$ cat src/padded_matrix_vector_transform_unit_macros.svh
// assertion helpers for the asserting module
`ifndef PADDED_MATRIX_VECTOR_TRANSFORM_UNIT_MACROS_SVH
`define PADDED_MATRIX_VECTOR_TRANSFORM_UNIT_MACROS_SVH

// same-cycle implication, off while reset is low
`define PMVT_ASSERT_NOW(label, clk, rst_n, ante, cons) \
    label: assert property (@(posedge clk) disable iff (!(rst_n)) (ante) |-> (cons)) \
        else $error("pmvt assertion failed");

// next-cycle implication, off while reset is low
`define PMVT_ASSERT_NEXT(label, clk, rst_n, ante, cons) \
    label: assert property (@(posedge clk) disable iff (!(rst_n)) (ante) |=> (cons)) \
        else $error("pmvt assertion failed");

`endif

$ cat src/pmvt_ram.sv
module pmvt_ram #(
    parameter int WIDTH = 32,
    parameter int DEPTH = 64,
    localparam int AW = $clog2(DEPTH)
) (
    input  logic             i_clk,
    input  logic             i_we,
    input  logic [AW-1:0]    i_waddr,
    input  logic [WIDTH-1:0] i_wdata,
    input  logic [AW-1:0]    i_raddr,
    output logic [WIDTH-1:0] o_rdata
);

    logic [WIDTH-1:0] r_mem [DEPTH];
    logic [WIDTH-1:0] r_rdata;

    always_ff @(posedge i_clk) begin
        if (i_we) begin
            r_mem[i_waddr] <= i_wdata;
        end
        r_rdata <= r_mem[i_raddr];
    end

    assign o_rdata = r_rdata;

endmodule

$ cat config.mk
export PLATFORM = sky130hd
export DESIGN_NAME = pmvt_ram
export DESIGN_NICKNAME = d
export VERILOG_FILES = /design/src/padded_matrix_vector_transform_unit_macros.svh /design/src/pmvt_ram.sv
export SDC_FILE = /design/constraint.sdc
export NUM_CORES = 2
export LEC_CHECK = 0
export ABC_AREA = 1
export BUFFER_PORTS_ARGS = -buffer_cell sky130_fd_sc_hd__buf_2
export CAP_MARGIN = 20
export CORE_ASPECT_RATIO = 1.4
export CORE_MARGIN = 3
export CORE_UTILIZATION = 40
export CTS_CLUSTER_SIZE = 40
export DETAILED_ROUTE_END_ITERATION = 10
export MAX_ROUTING_LAYER = met4
export PLACE_DENSITY = 0.65
export SLEW_MARGIN = 30
export SYNTH_ARGS = -nofsm -noshare
export SYNTH_HDL_FRONTEND = slang
export SYNTH_SLANG_ARGS = --single-unit
$ cat constraint.sdc
create_clock -name i_clk -period 8.83 [get_ports i_clk]
set_clock_uncertainty 0.1 [all_clocks]
set_input_delay 0.883 -clock i_clk [delete_from_list [all_inputs] [get_ports i_clk]]
set_output_delay 0.883 -clock i_clk [all_outputs]
set_load 0.005 [all_outputs]
# == Yosys cells after proc, flatten, opt, wreduce, memory -nomap -nowiden ==
# Memory sizes are Yosys's and may differ from the RTL's. A register that Yosys moved wholly into a read port is not among the register bits.
# Cells that the tools add are included.
# word_totals
register_bits,0
ramBits,2048
inputBits,46
output_inout_bits,32
word_cells,3
mem_count,1
# mem_list
name,words,word_bits,read_ports,rd_ports_with_merged_regs,write_ports,line_no,text
r_mem,64,32,1,1,1,pmvt_ram.sv:14,logic [WIDTH-1:0] r_mem [DEPTH];
# op_classes
mux,2
# ops
cell,n
two-way mux 1 bit,2

# == Logic depth before layout (Yosys ltp) ==
# depth
ltp_word,2
mapped_depth,13

# == Worst setup path after synthesis ==
# OpenSTA, ideal clock, no wires.
# synth_path
path_kind,input port to flip-flop
startpoint,in i_we
endpoint,"mem r_mem[48][0], enable pin"
arrival_time_ns,4.511
t_required_ns,8.228
path_slack_ns,3.717
cell_stages,3
path_buffers,1
path_cell_list,clkbuf_1 nand4_1 nor4_1
# synth_between
elab_chain_len,2
# synth_rtl
item,line_no,text
"start, declared",pmvt_ram.sv:7,"input logic i_we,"
two-way mux 1 bit,pmvt_ram.sv:18,if (i_we) begin
two-way mux 1 bit (not written as such),pmvt_ram.sv:19,r_mem[i_waddr] <= i_wdata;
"end, declared",pmvt_ram.sv:14,
# Every way passes these cells.

==> qor.yml <==
outcome:
  outcome: "finished, final reports clean"
global_routing:
  grt.total_usage_pct: 21.9
  grt.busiest_layer: "met2"
  grt_max_degree: 237
  grt_util_met1_pct: 27.3
  met3_usage_pct: 3.39
  grt_first_pass_wirelength_um: 339000
  grt_pass1_vias: 51800
  grt_overflow: 0
  antenna_found_initial: 15
  grt.met2_usage_pct: 36.0
timing:
  max_freq_mhz: 255
  fin_setup_tns_ps: 0
  rsz0062_at_grt: "no"
  finalHoldViolations: 0
  maxSlewViolCount: 0
  setup_slack_ps: 4920
  finalSetupViolCount: 0
  period_share_pct: 44.3
  slew_headroom_pct: 28.5
  period_minus_slack_ps: 3910
  worstMarginPinSlew_ps: 1070
power_and_ir_drop:
  leakagePower_uw: 0.0318
  finalPower_uw: 20100
  irDropWorstVdd_uv: 162
  power_density_nw_per_um2: 219
floorplan:
  start_util_pct: 40.4
  die_w_um: 390
  pin_count: 78
  core-area_sq_um: 205000
  die-area_sq_um: 212000
  die_h_um: 544
  rows: 196
cts:
  cts_hold_buffers: 0
  htree_levels: 4
  numClockSinks: 2080
  clock-root-buffer: "clkbuf_16"
  cts_tree: "done"
  clk_latency_ps: 850
  cts_buffers: 187
  clockBufferDepth: 4
  postCtsSetupBuffers: 0
  clkSlewWorstSetupHoldPaths_ps: 60
  ctsResizeCount: 0
drt:
  routed_wl_um: 231000
  dr.pass1.iters: 8
  routedWlPerCell_um: 24.2
  num_vias: 54000
  vias_per_cell: 5.66
  drcViolationCount: 0
  drt_iter0_drc: 6795
  drt.antenna.violating_nets: 0
critical_path:
  crit_type: "input pin to flop"
  crit_fanout: 190
  max_stage_delay_ps: 710
  crit_path_top_delay_cell: "buf_12"
  cp_top_family: "buffers and inverters"
  path_cells: "buf_8, buf_12, buf_12, buf_16, nand2_1, nand3_1, nand3_1, nand2_1, nand2_1, nand3_1, nand3_1, nand2_1"
  cp_num_buf_inv: 4
  crit_arrival_ps: 4560
  end_kind: "flop"
  cp.required_ps: 9470
  start_kind: "input pin"
synth:
  synth_nets: 6815
  synth.distinct_cells: 16
  postSynthAreaPerCell_sq_um: 12.2
  synth_area_sq_um: 82700
  yosysWarnings: 0
  ys_seq_area_share_pct: 75.1
  synth-seq-cells: 2080
  syn_inst: 6769
flow_run:
  max_cap_violations: 0
worst_hold_path:
  hold_class: "input pin to flop"
layout:
  drive_gt1_share_pct: 7.69
  final_util_pct: 44.8
  fin_nets: 6756
  syn_to_final_growth_pct: 10.9
  fillers: 18000
  final_common_cell: "nand2_1"
  final_cell_mix: "nand2_1, edfxtp_1, nand3_1"
placed_design:
  port_buffers: 77
  hpwl_um: 116000
  place_congestion: 0.799
  post-place-ws_ps: 4240
## final timing paths
kind / startpoint / end / slack [ps] / cells after the start
worst max register to register: r_mem[53][11] / o_rdata[11] / 7130 / 8
worst min register to register: r_mem[37][28] / o_rdata[28] / 650 / 8
worst max-delay path: i_raddr[0] / o_rdata[20] / 4920 / 12
worst min-delay path: i_wdata[25] / r_mem[6][25] / 470 / 1
## kinds of logic after synthesis
| family | after synthesis | synth area share, % |
|---|---|---|
| and+or+nand+nor | 4228 | 22.1 |
| DFF | 2080 | 75.1 |
| buffers and inverters | 461 | 2.78 |
## cell type report
type / instances / area [sq um] / area share, %
clock inverter: 78 / 693 / 0.755
inverter: 12 / 82.6 / 0.0900
multi-input combinational: 4228 / 18800 / 20.5
antenna: 18 / 45.0 / 0.0491
timing repair buffer: 201 / 1550 / 1.69
tap: 2673 / 3340 / 3.64
sequential: 2080 / 62100 / 67.7
clock buffer: 253 / 5150 / 5.61
## flip-flops by register name, summed over array words and instances, names as in the netlist
register and count:
o_rdata 32, r_mem 2048
## where the power goes
part	leakage (uW)	internal, uW	switching, uW
Sequential	0.0187	10900	58.2
Clock	0.00286	4410	3500
Combinational	0.0102	280	883
## stage by stage
stage	instance area (sq um)	hold WS, ps	std cells
final	91800	473	9543
after global placement	85800	685	9193
after global routing	91800	491	9539
after CTS	91700	493	9524
after detailed placement	85800	696	9193
after floorplan	82700	621	6769
## metal layers
metal  wire, um  part of all wire (%)
met3      19400                   8.4
met4       9120                   3.9
met5          0                     0
met1      89100                    39
met2     114000                    49
## worst reg2reg max path, delay by kind of cell, from the launching register on
| kind | cells | cell delay, ps |
|---|---|---|
| AND/OR/NAND/NOR | 8 | 1130 |
| flip-flops | 1 | 360 |
## Yosys cell counts, drive strengths merged
| library cell | instances | area [sq um] |
|---|---|---|
| buf | 372 | 1960 |
| nand3 | 1907 | 9540 |
| nand4 | 9 | 56.3 |
| inv | 12 | 47.6 |
| nor2 | 56 | 210 |
| nand2 | 2248 | 8440 |
| nor4 | 8 | 50.1 |
| dfxtp | 32 | 641 |
| clkbuf | 77 | 289 |
| edfxtp | 2048 | 61500 |
Note: power is estimated with default switching activity, not from simulation.
