`src/padded_matrix_vector_transform_unit_macros.svh`:
```
// assertion helpers for the asserting module
`ifndef PADDED_MATRIX_VECTOR_TRANSFORM_UNIT_MACROS_SVH
`define PADDED_MATRIX_VECTOR_TRANSFORM_UNIT_MACROS_SVH

// same-cycle implication, off while reset is low
`define PMVT_ASSERT_NOW(label, clk, rst_n, ante, cons) \
    label: assert property (@(posedge clk) disable iff (!(rst_n)) (ante) |-> (cons)) \
        else $error("pmvt assertion failed");

// next-cycle implication, off while reset is low
`define PMVT_ASSERT_NEXT(label, clk, rst_n, ante, cons) \
    label: assert property (@(posedge clk) disable iff (!(rst_n)) (ante) |=> (cons)) \
        else $error("pmvt assertion failed");

`endif

```
`src/pmvt_pkg.sv`:
```
package pmvt_pkg;

    localparam int DATA_W     = 32;
    localparam int FRAC_W     = 16;
    localparam int PROD_W     = 2 * DATA_W;
    // 8 truncated products of 48 bits plus one padding term
    localparam int ACC_W      = 52;
    localparam int CFG_IDX_W  = 2;
    localparam int CFG_DATA_W = 4;
    localparam int OUT_IDX_W  = 3;

    localparam logic [CFG_DATA_W-1:0] IN_DIM_RST  = 4'd4;
    localparam logic [CFG_DATA_W-1:0] OUT_DIM_RST = 4'd4;

    localparam logic FUNC_COEF = 1'b0;
    localparam logic FUNC_VEC  = 1'b1;

    typedef enum logic [CFG_IDX_W-1:0] {
        CFG_IN_DIM,
        CFG_OUT_DIM,
        CFG_TRANSPOSE,
        CFG_BYPASS
    } t_cfg_reg;

    typedef enum logic [2:0] {
        S_IDLE,
        S_READ,
        S_MUL,
        S_ACC,
        S_PAD,
        S_OUT
    } t_state;

    typedef struct packed {
        logic clear;
        logic mul_en;
        logic acc_prod;
        logic acc_pad;
    } t_mac_ctrl;

endpackage

```
`src/pmvt_mac.sv`:
```
module pmvt_mac (
    input  logic                                  i_clk,
    input  pmvt_pkg::t_mac_ctrl                   i_ctrl,
    input  logic signed [pmvt_pkg::DATA_W-1:0]    i_vec,
    input  logic signed [pmvt_pkg::DATA_W-1:0]    i_coef,
    output logic signed [pmvt_pkg::DATA_W-1:0]    o_result,
    output logic                                  o_sat
);

    localparam int AccW  = pmvt_pkg::ACC_W;
    localparam int ProdW = pmvt_pkg::PROD_W;
    localparam int DataW = pmvt_pkg::DATA_W;
    localparam int FracW = pmvt_pkg::FRAC_W;

    logic signed [ProdW-1:0]       r_prod;
    logic signed [AccW-1:0]        r_acc;
    logic signed [AccW-1:0]        n_acc;
    logic signed [ProdW-FracW-1:0] prod_q;
    logic                          all_ones;
    logic                          all_zeros;

    // dropping the low bits of the two's complement product rounds toward minus infinity
    assign prod_q = r_prod[ProdW-1:FracW];

    always_comb begin
        n_acc = r_acc;
        if (i_ctrl.clear) begin
            n_acc = '0;
        end else if (i_ctrl.acc_prod) begin
            n_acc = r_acc + AccW'(prod_q);
        end else if (i_ctrl.acc_pad) begin
            n_acc = r_acc + AccW'(i_vec);
        end
    end

    always_ff @(posedge i_clk) begin
        r_acc <= n_acc;
        if (i_ctrl.mul_en) begin
            r_prod <= i_vec * i_coef;
        end
    end

    // in range when every bit above the sign position agrees
    assign all_ones  = &r_acc[AccW-1:DataW-1];
    assign all_zeros = ~|r_acc[AccW-1:DataW-1];
    assign o_sat     = !(all_ones || all_zeros);

    always_comb begin
        if (!o_sat) begin
            o_result = r_acc[DataW-1:0];
        end else if (r_acc[AccW-1]) begin
            o_result = {1'b1, {(DataW-1){1'b0}}};
        end else begin
            o_result = {1'b0, {(DataW-1){1'b1}}};
        end
    end

endmodule

```
`config.mk`:
```
export PLATFORM = sky130hd
export DESIGN_NAME = pmvt_mac
export DESIGN_NICKNAME = d
export VERILOG_FILES = /design/src/padded_matrix_vector_transform_unit_macros.svh /design/src/pmvt_pkg.sv /design/src/pmvt_mac.sv
export SDC_FILE = /design/constraint.sdc
export NUM_CORES = 2
export LEC_CHECK = 0
export BUFFER_PORTS_ARGS = -buffer_cell sky130_fd_sc_hd__buf_4
export CORE_ASPECT_RATIO = 0.75
export CORE_UTILIZATION = 55
export CTS_CLUSTER_SIZE = 10
export DETAILED_ROUTE_END_ITERATION = 6
export PLACE_DENSITY = 0.79
export SETUP_SLACK_MARGIN = 0.3
export SLEW_MARGIN = 40
export SYNTH_ARGS = -nofsm -noshare
export SYNTH_HDL_FRONTEND = slang
export SYNTH_SLANG_ARGS = --single-unit
```
`constraint.sdc`:
```
create_clock -name i_clk -period 22.7 [get_ports i_clk]
set_clock_uncertainty 0.2 [all_clocks]
set_input_delay 1.135 -clock i_clk [delete_from_list [all_inputs] [get_ports i_clk]]
set_output_delay 1.135 -clock i_clk [all_outputs]
set_load 0.03 [all_outputs]
```
# Yosys cells after proc, flatten, opt, wreduce, memory -nomap -nowiden
# Cells that the tools add are included.
# op_classes
n_addsub,2
n_mul,1
div,0
order_cmp,0
eq_ne,0
shifts,0
mux,4
bitwise_logic,0
n_reduce_logical,6
# ops
cell,n
$mux W52,2
$mul A32 B32 Y64,1
$mux W32,2
$add A52 B32 Y52,1
$add A52 B48 Y52,1
$reduce_and A21 Y1,1
$reduce_or A21 Y1,1
$logic_not A1 Y1,2
$reduce_bool A2 Y1,1
$logic_or A1 B1 Y1,1
# totals
regBits,116
latch_bits,0
ramBits,0
rom_bits,0
in_bits,69
out_inout_bits,33
word_cells,15
memories,0

# Logic depth before layout (Yosys ltp)
# depth
depth_word,4
mapped_depth,27
mapped_depth_nobuf,26

# Least setup slack after synthesis
# OpenSTA, ideal clock, no wires.
# synth_timing
kind,in2reg
startpoint,input port i_vec[31] (netlist name)
endpoint,"register r_prod[63], data pin"
setup_ns,0.266
arrival_time_ns,7.999
t_required_ns,22.234
slack_ns,14.235
stages,23
n_path_buf,2
path_cell_list,clkbuf_1 > nand2_1 > inv_1 > fa_1 > fa_1 > fa_1 > fa_1 > fa_1 > fa_1 > fa_1 > fa_1 > ha_1 > clkbuf_1 > a21o_1 > a311oi_1 > o21ai_1 > a211o_1 > a21oi_1 > o221ai_1 > a21oi_2 > o21ai_1 > o41ai_1 > xnor2_1
# synth_between
elab_chain_len,1
# synth_rtl
item,line,rtl
"start, declared",pmvt_mac.sv:4,"input logic signed [pmvt_pkg::DATA_W-1:0] i_vec,"
$mul A32 B32 Y64,pmvt_mac.sv:39,r_prod <= i_vec * i_coef;
"end signal, assigned",pmvt_mac.sv:39,
"end, declared",pmvt_mac.sv:15,logic signed [ProdW-1:0] r_prod;
# Every way passes these cells.
# A chain may end at the register's enable or synchronous reset.

# Worst setup path in the final report
# Ends and elaborated chain as after synthesis.

==> metrics.txt <==
status completed; Longest Clk Path Bufs 2; Post-DRT Antenna Nets 0; total global-route track usage 0.293; worst r2r path cells 12; grt ovf 0; CTS H-tree depth 3; final hold viol count 0; Yosys warning count 0; worst slew pin tran 0.743 ns; WHS 0.282 ns; worst endpoint required time 22.59 ns; Slew HR 0.503; DIE WIDTH 322 um; Die Y 242 um; DRT iter0 DRCs 2552; Critical Path Sink Type flip-flop; Final setup viols 0; hold_buf cts 0; multi-input logic area 35300 sq um; Slew Viols, Final 0; IO buf count 101; Resized cells post-CTS 0; Skew-Pair Late Insertion Delay 0.36 ns; mapped cell area 42200 sq um; WHS Path Cells 2; clock sinks 100; Setup CP Type input port to flip-flop; Setup TNS 0 ns; Max Cap Viol 0; Final #Nets 5756; number of CTS-inserted buffers 9; # DRC 0; fillcell total 6414; Synth cell types 70; vias 30500; fmax 111 MHz; RSZ-0062 raised after global routing false; Worst Hold Class flip-flop to flip-flop; initial antenna violation count 2; Seq/Total Area, Yosys 0.0589; final WL 109 mm; global-route wire length before repair 178 mm; DP Wirelength 86.1 mm; drt first pass iters 7; initial core utilization 0.558; Setup Buffers After CTS 0; Sequential Area 2480 sq um; Cells after Synth 4493; CTS tree done; clock root buffer clkbuf_16; register bit total from synthesis 100; Syn Nets 5875; largest net degree at the start of global routing 59; Worst-path clk slew 0.08 ns; syn_area_per_cell 9.39 sq um; Core ar. 75500 sq um; Crit Path Max Fanout 33; Post-synth EDFFs 48; drt wl/cell 20.2 um; # IOs 102; share of layout cells above drive strength 1 0.0409; CP arrival 8.93 ns; area delta synth->final 3.56%; asr flop ratio synth 0; post-route minimum period 9.03 ns; Synth Flop Type dfxtp_1; GP Congestion 0.983; drt via density 5.64; Rows 87; Period Utilization, post-route 0.398; die area 77800 sq um; Worst setup SP type input port; vias in the first global route 33000
==> synth_stat cells, drive strengths merged, types with 4 or more instances <==
master,instances,area share
a211o,5,0.0010
a211oi,17,0.0030
a21boi,4,0.00071
a21o,91,0.016
a21oi,127,0.015
a221oi,6,0.0014
a31oi,13,0.0028
and2,514,0.076
and3,11,0.0018
and4,4,0.00083
buf,9,0.00086
clkbuf,227,0.020
dfxtp,52,0.025
edfxtp,48,0.034
fa,1082,0.51
ha,231,0.069
inv,947,0.084
mux2,31,0.0083
mux2i,4,0.00095
nand2,631,0.056
nand2b,19,0.0028
nand3,25,0.0031
nand4,25,0.0037
nor2,84,0.0075
nor2b,10,0.0015
nor3,9,0.0012
nor4,10,0.0015
o211ai,7,0.0012
o21a,19,0.0034
o21ai,50,0.0062
o21bai,12,0.0021
o22ai,4,0.00059
o31ai,5,0.0012
or2,5,0.00074
or3,9,0.0013
xnor2,68,0.014
xor2,38,0.0079
==> kinds of logic (layout without fill, tap and decap cells) <==
family	after synthesis	after routing	synth area share
simple gates	1369	1369	0.161
xor+xnor	106	106	0.0220
mux	35	35	0.00923
buf+inv	1183	1069	0.105
other cells	0	1	0
fa+ha+maj	1313	1313	0.582
compound gates	387	387	0.0616
flops	100	100	0.0589
==> state kept, by name, indices dropped and copies added (netlist names) <==
signal,cells
r_acc,52
r_prod,48
==> final timing paths <==
kind | start | endpoint | slack [ns]
setup / recovery | i_vec[31] | r_prod[63] | 13.67
hold / removal | r_acc[20] | r_acc[20] | 0.28
setup reg to reg | r_prod[46] | r_acc[51] | 18.62
hold reg to reg | r_acc[20] | r_acc[20] | 0.28
==> critical path, cell delays in order <==
cell      delay [ns]
buf_4           0.39
nand2_1         0.22
inv_1           0.12
fa_1            0.40
inv_1           0.26
fa_1            0.47
inv_1           0.22
fa_1            0.50
fa_1            0.85
inv_1           0.40
fa_1            0.58
inv_1           0.05
fa_1            0.53
inv_1           0.05
fa_1            0.48
inv_1           0.06
fa_1            0.45
ha_1            0.33
a21o_1          0.21
a21oi_1         0.21
o221ai_1        0.16
a21oi_2         0.27
o21ai_1         0.11
o41ai_1         0.31
xnor2_1         0.11
==> cell usage in the layout (no fill, tap or decap), types with 12 or more instances in the layout <==
cell / n
o21bai_1: 12
nand2_1: 631
ha_1: 231
inv_1: 947
mux2_2: 31
nor2_1: 82
buf_4: 105
fa_1: 1082
a21o_1: 91
a21oi_1: 124
dfxtp_1: 52
nand4_1: 25
and2_1: 514
edfxtp_1: 48
a211oi_1: 17
o21ai_0: 42
xor2_1: 38
o21a_1: 19
xnor2_1: 68
nand3_1: 24
nand2b_1: 19
==> final cells by class <==
cell class              instances  share of cell area
diodes                          1           0.0000573
clock buffers                   9             0.00516
clock inverters                 7             0.00138
inverters                     947              0.0814
multi-input cells            3210               0.808
flip-flops and latches        100              0.0568
well taps                    1023              0.0293
repair buffers                106              0.0183
==> stage by stage <==
stage           util  area (sq um)  setup WS, ns  cells
3_5_place_dp   0.574         43400         13.34   5385
6_report       0.578         43700         13.67   5403
5_1_grt        0.578         43700         13.17   5402
4_1_cts        0.578         43700         13.70   5401
3_3_place_gp   0.574         43400         13.52   5385
2_1_floorplan      -         42200         14.23   4493
==> per-layer routing <==
metal	GRT usage	routed length, um
met3	0.0570	10400
met5	0	13
met2	0.465	50500
met4	0.0857	3640
met1	0.410	44600
Power is not shown: default switching activity piles up to over one toggle a cycle in this logic, so the estimate is an artifact.
